`src/adsr_pkg.sv`:
```
// ----------------------------------------------------------------------------
// ADSR envelope shaper package
// Shared widths, register indexes, phase codes and the controller command.
// ----------------------------------------------------------------------------
`default_nettype none

package adsr_pkg;

	localparam int LEN_W     = 24;
	localparam int SAMPLE_W  = 16;
	localparam int Q15_W     = 16;
	localparam int CFG_IDX_W = 3;
	localparam int DIV_STEPS = 16;
	localparam int PROD_W    = Q15_W + LEN_W;

	localparam logic [Q15_W-1:0] UNITY_Q15   = 16'h8000;
	localparam logic [LEN_W-1:0] TOTAL_RESET = 24'd132300;

	typedef enum logic [CFG_IDX_W-1:0] {
		REG_ATTACK  = 3'd0,
		REG_DECAY   = 3'd1,
		REG_SUSTAIN = 3'd2,
		REG_RELEASE = 3'd3,
		REG_TOTAL   = 3'd4
	} cfg_reg_t;

	typedef enum logic [2:0] {
		PH_ATTACK,
		PH_DECAY,
		PH_RELEASE,
		PH_ZERO,
		PH_SUSTAIN
	} phase_t;

	typedef struct packed {
		logic load;
		logic mul;
		logic div_step;
		logic finish;
	} ctrl_cmd_t;

endpackage

`default_nettype wire

```
`src/adsr_in_if.sv`:
```
// ----------------------------------------------------------------------------
// ADSR input sample channel
// Valid/ready channel carrying one signed audio sample per beat.
// ----------------------------------------------------------------------------
`default_nettype none

interface adsr_in_if;
	import adsr_pkg::*;

	logic                       valid;
	logic                       ready;
	logic signed [SAMPLE_W-1:0] sample_in;

	modport source (output valid, output sample_in, input ready);
	modport sink (input valid, input sample_in, output ready);
endinterface

`default_nettype wire

```
`src/adsr_out_if.sv`:
```
// ----------------------------------------------------------------------------
// ADSR output sample channel
// Valid/ready channel carrying one shaped sample and its note end flag.
// ----------------------------------------------------------------------------
`default_nettype none

interface adsr_out_if;
	import adsr_pkg::*;

	logic                       valid;
	logic                       ready;
	logic signed [SAMPLE_W-1:0] sample_out;
	logic                       note_end;

	modport source (output valid, output sample_out, output note_end, input ready);
	modport sink (input valid, input sample_out, input note_end, output ready);
endinterface

`default_nettype wire

```
`src/adsr_cfg_if.sv`:
```
// ----------------------------------------------------------------------------
// ADSR configuration write channel
// Valid/ready channel carrying a register index and write data per beat.
// ----------------------------------------------------------------------------
`default_nettype none

interface adsr_cfg_if;
	import adsr_pkg::*;

	logic                 valid;
	logic                 ready;
	logic [CFG_IDX_W-1:0] index;
	logic [LEN_W-1:0]     data;

	modport source (output valid, output index, output data, input ready);
	modport sink (input valid, input index, input data, output ready);
endinterface

`default_nettype wire

```
`src/adsr_envelope_shaper_core.sv`:
```
// ----------------------------------------------------------------------------
// ADSR envelope shaper core
// Multiplies each audio sample by a linear attack/decay/sustain/release gain.
// ----------------------------------------------------------------------------
// Samples are taken one at a time: an accepted input beat passes through the
// multiply, the 16-step restoring divider and a done state that waits for room
// in the output register. An output beat waiting in the output register does not
// block the next input. Reset (arst_n, asynchronous, active low) clears the
// sample counter and the control state and loads the registers with their defaults; no clearing pass.
`default_nettype none

module adsr_envelope_shaper_core #(
	parameter int COUNT_BITS = 24
) (
	input  wire logic    clk,
	input  wire logic    arst_n,
	adsr_cfg_if.sink     cfg,
	adsr_in_if.sink      din,
	adsr_out_if.source   dout
);
	import adsr_pkg::*;

	// Envelope registers. Writes to an index beyond the register list are
	// accepted and dropped. The configuration channel never stalls.
	logic [LEN_W-1:0] attack_len_q;
	logic [LEN_W-1:0] decay_len_q;
	logic [Q15_W-1:0] sustain_level_q;
	logic [LEN_W-1:0] release_len_q;
	logic [LEN_W-1:0] total_len_q;

	ctrl_cmd_t cmd;

	assign cfg.ready = 1'b1;

	always_ff @(posedge clk or negedge arst_n) begin
		if (!arst_n) begin
			attack_len_q    <= '0;
			decay_len_q     <= '0;
			sustain_level_q <= UNITY_Q15;
			release_len_q   <= '0;
			total_len_q     <= TOTAL_RESET;
		end else if (cfg.valid) begin
			unique case (cfg_reg_t'(cfg.index))
				REG_ATTACK:  attack_len_q    <= cfg.data;
				REG_DECAY:   decay_len_q     <= cfg.data;
				REG_SUSTAIN: sustain_level_q <= cfg.data[Q15_W-1:0];
				REG_RELEASE: release_len_q   <= cfg.data;
				REG_TOTAL:   total_len_q     <= cfg.data;
				default: begin
				end
			endcase
		end
	end

	// The controller walks each sample through capture, the multiply state,
	// sixteen division steps and the final rounding into the output register.
	adsr_ctrl u_ctrl (
		.clk       (clk),
		.arst_n    (arst_n),
		.in_valid  (din.valid),
		.in_ready  (din.ready),
		.out_valid (dout.valid),
		.out_ready (dout.ready),
		.cmd       (cmd)
	);

	// The datapath holds the sample counter, the phase decision, the divider
	// and the output payload register.
	adsr_dp #(
		.COUNT_BITS (COUNT_BITS)
	) u_dp (
		.clk           (clk),
		.arst_n        (arst_n),
		.cmd           (cmd),
		.attack_len    (attack_len_q),
		.decay_len     (decay_len_q),
		.sustain_level (sustain_level_q),
		.release_len   (release_len_q),
		.total_len     (total_len_q),
		.sample_in     (din.sample_in),
		.sample_out    (dout.sample_out),
		.note_end      (dout.note_end)
	);
endmodule

`default_nettype wire

```
`src/adsr_ctrl.sv`:
```
// ----------------------------------------------------------------------------
// ADSR controller
// Sequences capture, scaling multiply, division steps and output loading.
// ----------------------------------------------------------------------------
`default_nettype none

module adsr_ctrl (
	input  wire logic                clk,
	input  wire logic                arst_n,
	input  wire logic                in_valid,
	output logic                     in_ready,
	output logic                     out_valid,
	input  wire logic                out_ready,
	output adsr_pkg::ctrl_cmd_t      cmd
);
	import adsr_pkg::*;

	localparam int CNT_W = $clog2(DIV_STEPS);

	typedef enum logic [1:0] {
		ST_IDLE,
		ST_MUL,
		ST_DIV,
		ST_DONE
	} state_t;

	state_t             state_q;
	logic [CNT_W-1:0]   step_q;
	logic               out_valid_q;
	logic               can_load;

	// The output register may be refilled when empty or when its beat leaves now.
	assign can_load = !out_valid_q || out_ready;

	assign in_ready     = (state_q == ST_IDLE);
	assign out_valid    = out_valid_q;
	assign cmd.load     = in_valid && (state_q == ST_IDLE);
	assign cmd.mul      = (state_q == ST_MUL);
	assign cmd.div_step = (state_q == ST_DIV);
	assign cmd.finish   = (state_q == ST_DONE) && can_load;

	always_ff @(posedge clk or negedge arst_n) begin
		if (!arst_n) begin
			state_q     <= ST_IDLE;
			step_q      <= '0;
			out_valid_q <= 1'b0;
		end else begin
			if (out_valid_q && out_ready && !cmd.finish) begin
				out_valid_q <= 1'b0;
			end
			unique case (state_q)
				ST_IDLE: begin
					if (in_valid) begin
						state_q <= ST_MUL;
					end
				end
				ST_MUL: begin
					step_q  <= '0;
					state_q <= ST_DIV;
				end
				ST_DIV: begin
					step_q <= step_q + 1'b1;
					if (step_q == CNT_W'(DIV_STEPS - 1)) begin
						state_q <= ST_DONE;
					end
				end
				ST_DONE: begin
					if (can_load) begin
						out_valid_q <= 1'b1;
						state_q     <= ST_IDLE;
					end
				end
				default: begin
					state_q <= ST_IDLE;
				end
			endcase
		end
	end
endmodule

`default_nettype wire

```
`src/adsr_dp.sv`:
```
// ----------------------------------------------------------------------------
// ADSR datapath
// Phase select, scaling multiply, restoring divider and output rounding.
// ----------------------------------------------------------------------------
`default_nettype none

module adsr_dp #(
	parameter int COUNT_BITS = 24
) (
	input  wire logic                                  clk,
	input  wire logic                                  arst_n,
	input  wire adsr_pkg::ctrl_cmd_t                   cmd,
	input  wire logic [adsr_pkg::LEN_W-1:0]            attack_len,
	input  wire logic [adsr_pkg::LEN_W-1:0]            decay_len,
	input  wire logic [adsr_pkg::Q15_W-1:0]            sustain_level,
	input  wire logic [adsr_pkg::LEN_W-1:0]            release_len,
	input  wire logic [adsr_pkg::LEN_W-1:0]            total_len,
	input  wire logic signed [adsr_pkg::SAMPLE_W-1:0]  sample_in,
	output logic signed [adsr_pkg::SAMPLE_W-1:0]       sample_out,
	output logic                                       note_end
);
	import adsr_pkg::*;

	// Wide enough for the index, for attack plus decay, and for the index plus one.
	localparam int EW = ((COUNT_BITS > LEN_W) ? COUNT_BITS : LEN_W) + 2;

	logic [COUNT_BITS-1:0]      idx_q;
	logic [COUNT_BITS:0]        idx_inc;
	logic [EW-1:0]              idx_e, att_e, dec_e, rel_e, tot_e, ad_e;
	logic                       last;
	logic [Q15_W-1:0]           s_sat;

	phase_t                     phase_d, phase_q;
	logic [Q15_W-1:0]           mul_d, mul_q;
	logic [LEN_W-1:0]           opd_d, opd_q;
	logic [LEN_W-1:0]           div_d, div_q;
	logic signed [SAMPLE_W-1:0] sample_q;
	logic                       note_end_q;

	logic [PROD_W-1:0]          prod;
	logic [LEN_W-1:0]           rem_q;
	logic [Q15_W-1:0]           quo_q;
	logic [LEN_W:0]             trial, diff;
	logic                       fits;

	logic [Q15_W-1:0]           env;
	logic signed [2*SAMPLE_W:0] scaled, rounded;
	logic signed [SAMPLE_W-1:0] sample_out_q;

	assign idx_e = EW'(idx_q);
	assign att_e = EW'(attack_len);
	assign dec_e = EW'(decay_len);
	assign rel_e = EW'(release_len);
	assign tot_e = EW'(total_len);
	assign ad_e  = att_e + dec_e;
	assign s_sat = (sustain_level > UNITY_Q15) ? UNITY_Q15 : sustain_level;

	assign idx_inc = {1'b0, idx_q} + 1'b1;
	assign last    = EW'(idx_inc) >= tot_e;

	// Each ramp is factor * operand / divisor with a quotient below 2^16.
	always_comb begin
		phase_d = PH_SUSTAIN;
		mul_d   = UNITY_Q15;
		opd_d   = LEN_W'(idx_e);
		div_d   = attack_len;
		priority if (idx_e < att_e) begin
			phase_d = PH_ATTACK;
		end else if (idx_e < ad_e) begin
			phase_d = PH_DECAY;
			mul_d   = UNITY_Q15 - s_sat;
			opd_d   = LEN_W'(idx_e - att_e);
			div_d   = decay_len;
		end else if ((release_len <= total_len) && (idx_e >= tot_e - rel_e)) begin
			if ((idx_e >= tot_e) || (release_len == '0)) begin
				phase_d = PH_ZERO;
			end else begin
				phase_d = PH_RELEASE;
				mul_d   = s_sat;
				opd_d   = LEN_W'(tot_e - idx_e);
				div_d   = release_len;
			end
		end else begin
			phase_d = PH_SUSTAIN;
		end
	end

	always_ff @(posedge clk or negedge arst_n) begin
		if (!arst_n) begin
			idx_q <= '0;
		end else if (cmd.load) begin
			idx_q <= last ? '0 : idx_inc[COUNT_BITS-1:0];
		end
	end

	assign prod  = mul_q * opd_q;
	assign trial = {rem_q, quo_q[Q15_W-1]};
	assign diff  = trial - {1'b0, div_q};
	assign fits  = trial >= {1'b0, div_q};

	always_comb begin
		unique case (phase_q)
			PH_ATTACK:  env = quo_q;
			PH_DECAY:   env = UNITY_Q15 - quo_q;
			PH_RELEASE: env = quo_q;
			PH_ZERO:    env = '0;
			PH_SUSTAIN: env = s_sat;
			default:    env = s_sat;
		endcase
	end

	assign scaled  = sample_q * $signed({1'b0, env});
	assign rounded = scaled + (2*SAMPLE_W+1)'(16384);

	always_ff @(posedge clk) begin
		if (cmd.load) begin
			phase_q    <= phase_d;
			mul_q      <= mul_d;
			opd_q      <= opd_d;
			div_q      <= div_d;
			sample_q   <= sample_in;
			note_end_q <= last;
		end
		if (cmd.mul) begin
			rem_q <= prod[PROD_W-1:Q15_W];
			quo_q <= prod[Q15_W-1:0];
		end
		if (cmd.div_step) begin
			rem_q <= fits ? diff[LEN_W-1:0] : trial[LEN_W-1:0];
			quo_q <= {quo_q[Q15_W-2:0], fits};
		end
		if (cmd.finish) begin
			sample_out_q <= rounded[SAMPLE_W+14:15];
			note_end     <= note_end_q;
		end
	end

	assign sample_out = sample_out_q;
endmodule

`default_nettype wire
```
`src/flat_wrapper.sv`:
```
// flat-port wrapper written by rule: the top's interface ports become plain ports
module adsr_envelope_shaper_core_flat import adsr_pkg::*;
#(
	parameter int COUNT_BITS = 24
)
  (clk, arst_n, cfg_valid, cfg_index, cfg_data, cfg_ready, din_valid, din_sample_in, din_ready, dout_valid, dout_sample_out, dout_note_end, dout_ready);
  adsr_cfg_if cfg_i ();
  adsr_in_if din_i ();
  adsr_out_if dout_i ();
  input  wire logic clk;
  input  wire logic arst_n;
  input wire logic [$bits(cfg_i.valid)-1:0] cfg_valid;
  input wire logic [$bits(cfg_i.index)-1:0] cfg_index;
  input wire logic [$bits(cfg_i.data)-1:0] cfg_data;
  output wire logic [$bits(cfg_i.ready)-1:0] cfg_ready;
  input wire logic [$bits(din_i.valid)-1:0] din_valid;
  input wire logic [$bits(din_i.sample_in)-1:0] din_sample_in;
  output wire logic [$bits(din_i.ready)-1:0] din_ready;
  output wire logic [$bits(dout_i.valid)-1:0] dout_valid;
  output wire logic [$bits(dout_i.sample_out)-1:0] dout_sample_out;
  output wire logic [$bits(dout_i.note_end)-1:0] dout_note_end;
  input wire logic [$bits(dout_i.ready)-1:0] dout_ready;
  assign cfg_i.valid = cfg_valid;
  assign cfg_i.index = cfg_index;
  assign cfg_i.data = cfg_data;
  assign cfg_ready = cfg_i.ready;
  assign din_i.valid = din_valid;
  assign din_i.sample_in = din_sample_in;
  assign din_ready = din_i.ready;
  assign dout_valid = dout_i.valid;
  assign dout_sample_out = dout_i.sample_out;
  assign dout_note_end = dout_i.note_end;
  assign dout_i.ready = dout_ready;
  adsr_envelope_shaper_core #(.COUNT_BITS(COUNT_BITS)) u_core (.clk(clk), .arst_n(arst_n), .cfg(cfg_i), .din(din_i), .dout(dout_i));
endmodule
```
`config.mk`:
```
export PLATFORM = sky130hd
export DESIGN_NAME = adsr_envelope_shaper_core_flat
export DESIGN_NICKNAME = d
export VERILOG_FILES = /design/src/adsr_pkg.sv /design/src/adsr_in_if.sv /design/src/adsr_out_if.sv /design/src/adsr_cfg_if.sv /design/src/adsr_envelope_shaper_core.sv /design/src/adsr_ctrl.sv /design/src/adsr_dp.sv /design/src/flat_wrapper.sv
export SDC_FILE = /design/constraint.sdc
export NUM_CORES = 2
export LEC_CHECK = 0
export ABC_CLOCK_PERIOD_IN_PS = 9400
export BUFFER_PORTS_ARGS = -buffer_cell sky130_fd_sc_hd__buf_2
export CAP_MARGIN = 20
export CORE_ASPECT_RATIO = 0.6
export CORE_MARGIN = 2
export CORE_UTILIZATION = 45
export CTS_CLUSTER_DIAMETER = 150
export CTS_CLUSTER_SIZE = 28
export DETAILED_ROUTE_END_ITERATION = 12
export PLACE_DENSITY = 0.64
export SLEW_MARGIN = 20
export SYNTH_ARGS = -nofsm -noshare
export SYNTH_HDL_FRONTEND = slang
export SYNTH_HIERARCHICAL = 1
export SYNTH_SLANG_ARGS = --single-unit
export TNS_END_PERCENT = 10
```
`constraint.sdc`:
```
create_clock -name clk -period 9.4 [get_ports clk]
set_input_delay 0.47 -clock clk [delete_from_list [all_inputs] [get_ports clk]]
set_output_delay 0.47 -clock clk [all_outputs]
set_load 0.05 [all_outputs]
```
Word-level counts from Yosys, hierarchy flattened
Index checks and enable logic that the tools add are counted.
{ "op_classes": {"n_eq_ne": 14, "mul": 2, "mux": 30, "magnitude_cmp": 8, "reduce_logical": 23, "add_sub_neg": 10, "n_bitwise": 1} }
{ "ops": {"columns": ["operator", "n"], "rows": [
  ["2-to-1 mux 24 bit", 12],
  ["2-to-1 mux 16 bit", 6],
  ["subtractor 24 bit", 3],
  [">= comparator 25 x 24 -> 1 bit", 2],
  ["case mux 16 bit (3 select lines)", 1],
  ["multiplier 16 x 24 -> 40 bit", 1],
  ["subtractor 16 bit, first input constant", 2],
  ["adder 31 x 16 -> 31 bit, second input constant", 1],
  ["multiplier 16 x 17 -> 31 bit", 1],
  [">= comparator 24 x 26 -> 1 bit", 1],
  ["less-than comparator 24 x 26 -> 1 bit", 1],
  ["adder 24 x 1 -> 25 bit, second input constant", 1],
  ["adder 24 x 24 -> 25 bit", 1],
  ["subtractor 24 x 24 -> 25 bit", 1],
  [">= comparator 24 bit", 1],
  ["less-or-equal comparator 24 bit", 1],
  ["zero test 24 bit", 1],
  ["less-than comparator 24 bit", 1],
  ["greater-than comparator 16 bit, second input constant", 1],
  ["== test 3 x 2 -> 1 bit, second input constant", 4],
  ["AND reduction 2 bit", 5],
  ["case mux 2 bit (4 select lines)", 1],
  ["case mux 4 bit (2 select lines)", 1],
  ["== test 3 x 1 -> 1 bit, second input constant", 2],
  ["19 further kinds", 36]
]} }
{ "word_totals": {"reg_bits": 284, "in_bits": 48, "elab_cells": 109} }

Depth between registers and ports, before layout
{ "logic_depth": {"ltp_word": 8, "ltp_mapped": 32} }

Cells and area by module
Netlist, hierarchy kept.
{ "modules_own_cells": {"columns": ["mod", "instances", "area_each_um2", "cells_each", "seq_area_each_um2"], "rows": [
  ["adsr_dp", 1, 35534.1, 4040, 4834.6],
  ["adsr_envelope_shaper_core", 1, 4284.1, 243, 2811.4],
  ["adsr_ctrl", 1, 439.2, 43, 175.2]
]} }

Least setup slack after synthesis
OpenSTA, ideal clock, no wires.
{ "synth_path": {"path_type": "register to register", "from": "reg u_core.u_dp.quo_q[0]", "to": "reg u_core.u_dp.sample_out_q[15] (netlist: u_core/u_dp/sample_out[15]), data pin", "path_buffers": 1, "setup_time_ps": 265, "synth_period_minus_slack_ps": 8305, "arrival_ps": 8040, "slack_ps": 1095, "required_time_ps": 9135, "path_stages_with_launch": 33, "path_cell_list": "edfxtp_1 inv_1 ha_1 nor3b_2 nand2_1 or3_1 or3_1 or3_1 o21ai_0 a221oi_1 a21oi_1 buf_2 nand2_1 fa_1 fa_1 fa_1 inv_1 fa_1 fa_1 inv_1 fa_1 inv_1 ha_1 nand2_1 o21ai_0 or4_1 a31oi_1 o41ai_2 a21oi_1 o31ai_1 o311a_1 a311oi_1 xnor2_1"} }
{ "synth_via": {"elab_chain_len": 4} }
{ "synth_rtl": {"columns": ["element", "line", "rtl"], "rows": [
  ["start: declaration", "adsr_dp.sv:42", "logic [Q15_W-1:0] quo_q;"],
  ["start signal: assignment", "adsr_dp.sv:126", "quo_q <= prod[Q15_W-1:0];"],
  ["start signal: assignment", "adsr_dp.sv:130", "quo_q <= {quo_q[Q15_W-2:0], fits};"],
  ["subtractor 16 bit", "adsr_dp.sv:104", "PH_DECAY: env = UNITY_Q15 - quo_q;"],
  ["case mux 16 bit (3 select lines) *", "adsr_dp.sv:102", "unique case (phase_q)"],
  ["multiplier 16 x 17 -> 31 bit *", "adsr_dp.sv:112", "assign scaled = sample_q * $signed({1'b0, env});"],
  ["adder 31 x 16 -> 31 bit *", "adsr_dp.sv:113", "assign rounded = scaled + (2*SAMPLE_W+1)'(16384);"],
  ["via u_core.u_dp.rounded[30]", "adsr_dp.sv:47", "logic signed [2*SAMPLE_W:0] scaled, rounded;"],
  ["end signal: assignment", "adsr_dp.sv:133", "sample_out_q <= rounded[SAMPLE_W+14:15];"],
  ["end: declaration", "adsr_dp.sv:48", "logic signed [SAMPLE_W-1:0] sample_out_q;"]
]} }
The timed path passes the listed nets; every way through them passes the cells marked *.
A chain may end at the register's enable or synchronous reset.

Worst setup path after layout
{ "layout_path": {"from": "reg u_core.u_dp.quo_q[1]", "to": "reg u_core.u_dp.sample_out_q[15] (netlist: u_core/u_dp/sample_out[15]), data pin"} }
Same word-level chain as after synthesis.

==> results.cfg <==
[routing]
routed_wl_um = 124000
drc_errors = 0
firstDrtPassIters = 7
ant_nets = 0
wire_per_inst_um = 22.5
wl_met3_um = 16700
viasPerCell = 5.72
wl_met2_um = 44600
vias = 31400
wl_met1_um = 61200
drtIter0Drc = 3669
routed.top_layer = met4

[clock_network]
cts_tree = done
cts_buffers = 14
cts-root-buf = clkbuf_16
clock-sinks = 284
cts_buffer_depth = 3
clk_latency_ns = 0.56
path_clk_slew_ns = 0.13
ctsHtreeMaxLevel = 1

[setup_path]
crit_type = reg2reg
cp_slowest_cell = fa_1
start_kind = flip-flop
required_ns = 9.72
cpPeakStageDelay_ns = 0.53
path_buf_inv = 8
cp.arrival_ns = 9.21
critical_path.max_fanout = 8
crit_family = adder cells
crit_path_frequent_cell = fa_1
end_kind = flip-flop

[global_route]
grt_util_all_layers_pct = 27.0
grt_max_degree = 83
grt_pass1_wl_um = 190000
antenna_found_initial = 4
grt-ovfl-total = 0
grt_pass1_vias = 30100

[final_layout]
fill_cells = 8341
multi_input_area_sq_mm = 0.0291
fin_area_sq_mm = 0.0424
final_layout_size_suffix_gt1_share_pct = 7.84
seqCellArea_sq_mm = 0.00782
nNetsFinal = 5289
syn_to_final_growth_pct = 5.24
final_common_cell = inv_1
final_cell_mix = inv_1 (720), nand2_1 (543), fa_1 (505), ha_1 (417), and2_1 (243)
finalNonFillerCells = 5490

[flow_run]
cap_violations = 0

[synthesis]
synth_edf_count = 141
ys_warn_count = 6
synth_seq_cells = 284
syn_nets = 5297
synth_area_per_cell_sq_um = 9.31
syn_inst = 4326
synth_cell_types = 100
synthFlopType = edfxtp_1
synthArstFlopShare_pct = 50.4
syn_area_sq_mm = 0.0403
yosysSeqAreaShare_pct = 19.4

[die]
ios = 68
dieHeight_um = 236
die-width_um = 390
core_area_sq_mm = 0.0881
num_rows = 84
initial_utilization_pct = 45.7
die_area_sq_mm = 0.0919

[run_status]
status = finished, final reports clean

[sta]
drv_slew = 0
clock.fmax_ghz = 0.112
hold_violations = 0
final.period_utilization_pct = 94.6
totalNegativeSetupSlack_ns = 0
worst_slack_ns = 0.508
setup_viol_count_final = 0
relSlewSlack_pct = 27.3
skew_ns = 0.0321
worstMarginPinSlew_ns = 1.08
period_minus_slack_ns = 8.89

[hold_path]
hold_path_class = in2reg

[placed_design]
port_buffers = 66
placed_cells = 5460
place_ws_ns = 0.353
dpl_cell_area_sq_mm = 0.0418
place.gp.congestion = 1.04
dp_hpwl_um = 99000
==> flip-flops by register name, indices dropped and copies added (netlist names), 24 cells and up <==
signal / flops
u_core/u_dp/opd_q: 24
u_core/release_len_q: 24
u_core/u_dp/idx_q: 24
u_core/u_dp/rem_q: 24
u_core/decay_len_q: 24
u_core/total_len_q: 24
u_core/u_dp/div_q: 24
u_core/attack_len_q: 24
==> synthesized netlist by cell type (all sizes together) (18+ instances only) <==
| cell type | number | area, sq um |
|---|---|---|
| inv | 720 | 2700 |
| and3 | 20 | 126 |
| clkbuf | 118 | 444 |
| dfrtp | 136 | 3400 |
| nand4 | 26 | 163 |
| mux2 | 123 | 1400 |
| o211ai | 31 | 233 |
| nor3 | 44 | 220 |
| or3 | 25 | 163 |
| a211oi | 22 | 165 |
| a22oi | 44 | 330 |
| nand3 | 49 | 245 |
| xnor2 | 119 | 1040 |
| nor2 | 143 | 544 |
| a31oi | 18 | 113 |
| a21oi | 168 | 848 |
| nand2b | 36 | 225 |
| fa | 505 | 10100 |
| nor2b | 24 | 150 |
| buf | 41 | 308 |
| o21ai | 153 | 769 |
| o21a | 34 | 255 |
| ha | 418 | 5230 |
| nand2 | 544 | 2040 |
| o22ai | 56 | 350 |
| edfxtp | 141 | 4230 |
| and2 | 244 | 1530 |
| a21o | 68 | 514 |
| xor2 | 60 | 526 |
==> through the flow <==
| step | util (%) | hold slack, ns |
|---|---|---|
| finish | 48.1 | 0.0774 |
| global route | 48.1 | 0.0646 |
| CTS | 48.0 | 0.0565 |
| floorplan | - | 0.174 |
| detailed placement | 47.5 | 0.409 |
| global placement | 47.5 | 0.440 |
==> path summary, 6_finish.rpt <==
path,from,endpoint,slack (ns),cells after the start
max,u_core/u_dp/quo_q[1],u_core/u_dp/sample_out[15],0.51,32
min,din_sample_in[15],u_core/u_dp/sample_q[15],0.08,1
max reg2reg,u_core/u_dp/quo_q[1],u_core/u_dp/sample_out[15],0.51,32
min reg2reg,u_core/u_dp/note_end_q,u_core/u_dp/note_end,0.46,0
max in group asynchronous,arst_n,u_core/decay_len_q[3],7.41,3
min in group asynchronous,arst_n,u_core/u_ctrl/out_valid,0.52,2
==> final cells by class <==
class                   instances  area share, %
flip-flops and latches        284           18.5
repair buffers                135           2.07
multi-input cells            3163           68.6
inverters                     720           6.38
well taps                    1161           3.43
diodes                          3         0.0177
clock inverters                 2         0.0650
clock buffers                  22          0.972
==> metal layers <==
metal | GRT usage [%] | vias up
met5 | 0 | -
li1 | - | 14200
met3 | 8.10 | 78
met1 | 45.5 | 15500
met2 | 33.3 | 1581
met4 | 2.75 | 0
==> logic make-up (layout without fill, tap and decap cells) <==
logic type / Yosys count / in the layout / share of synthesized area (%)
mux: 128 / 128 / 3.59
simple gates: 1204 / 1204 / 14.4
fa+ha+maj: 923 / 923 / 38.1
compound gates: 728 / 728 / 12.0
other cells: 1 / 4 / 0.00932
xor+xnor: 179 / 179 / 3.89
buf+inv: 879 / 879 / 8.58
flops: 284 / 284 / 19.4
==> what timing repair did <==
item | CTS | global route
hold buffers | 1 | 0
setup buffers | 0 | 2
gates resized for setup | 0 | 7
endpoints found under the hold margin | 71 | 0
endpoints found under the setup margin | 0 | 6
Power is left out: the tool's default activity adds up to more than one toggle a clock period on the data nets, which glitch-free logic cannot reach.
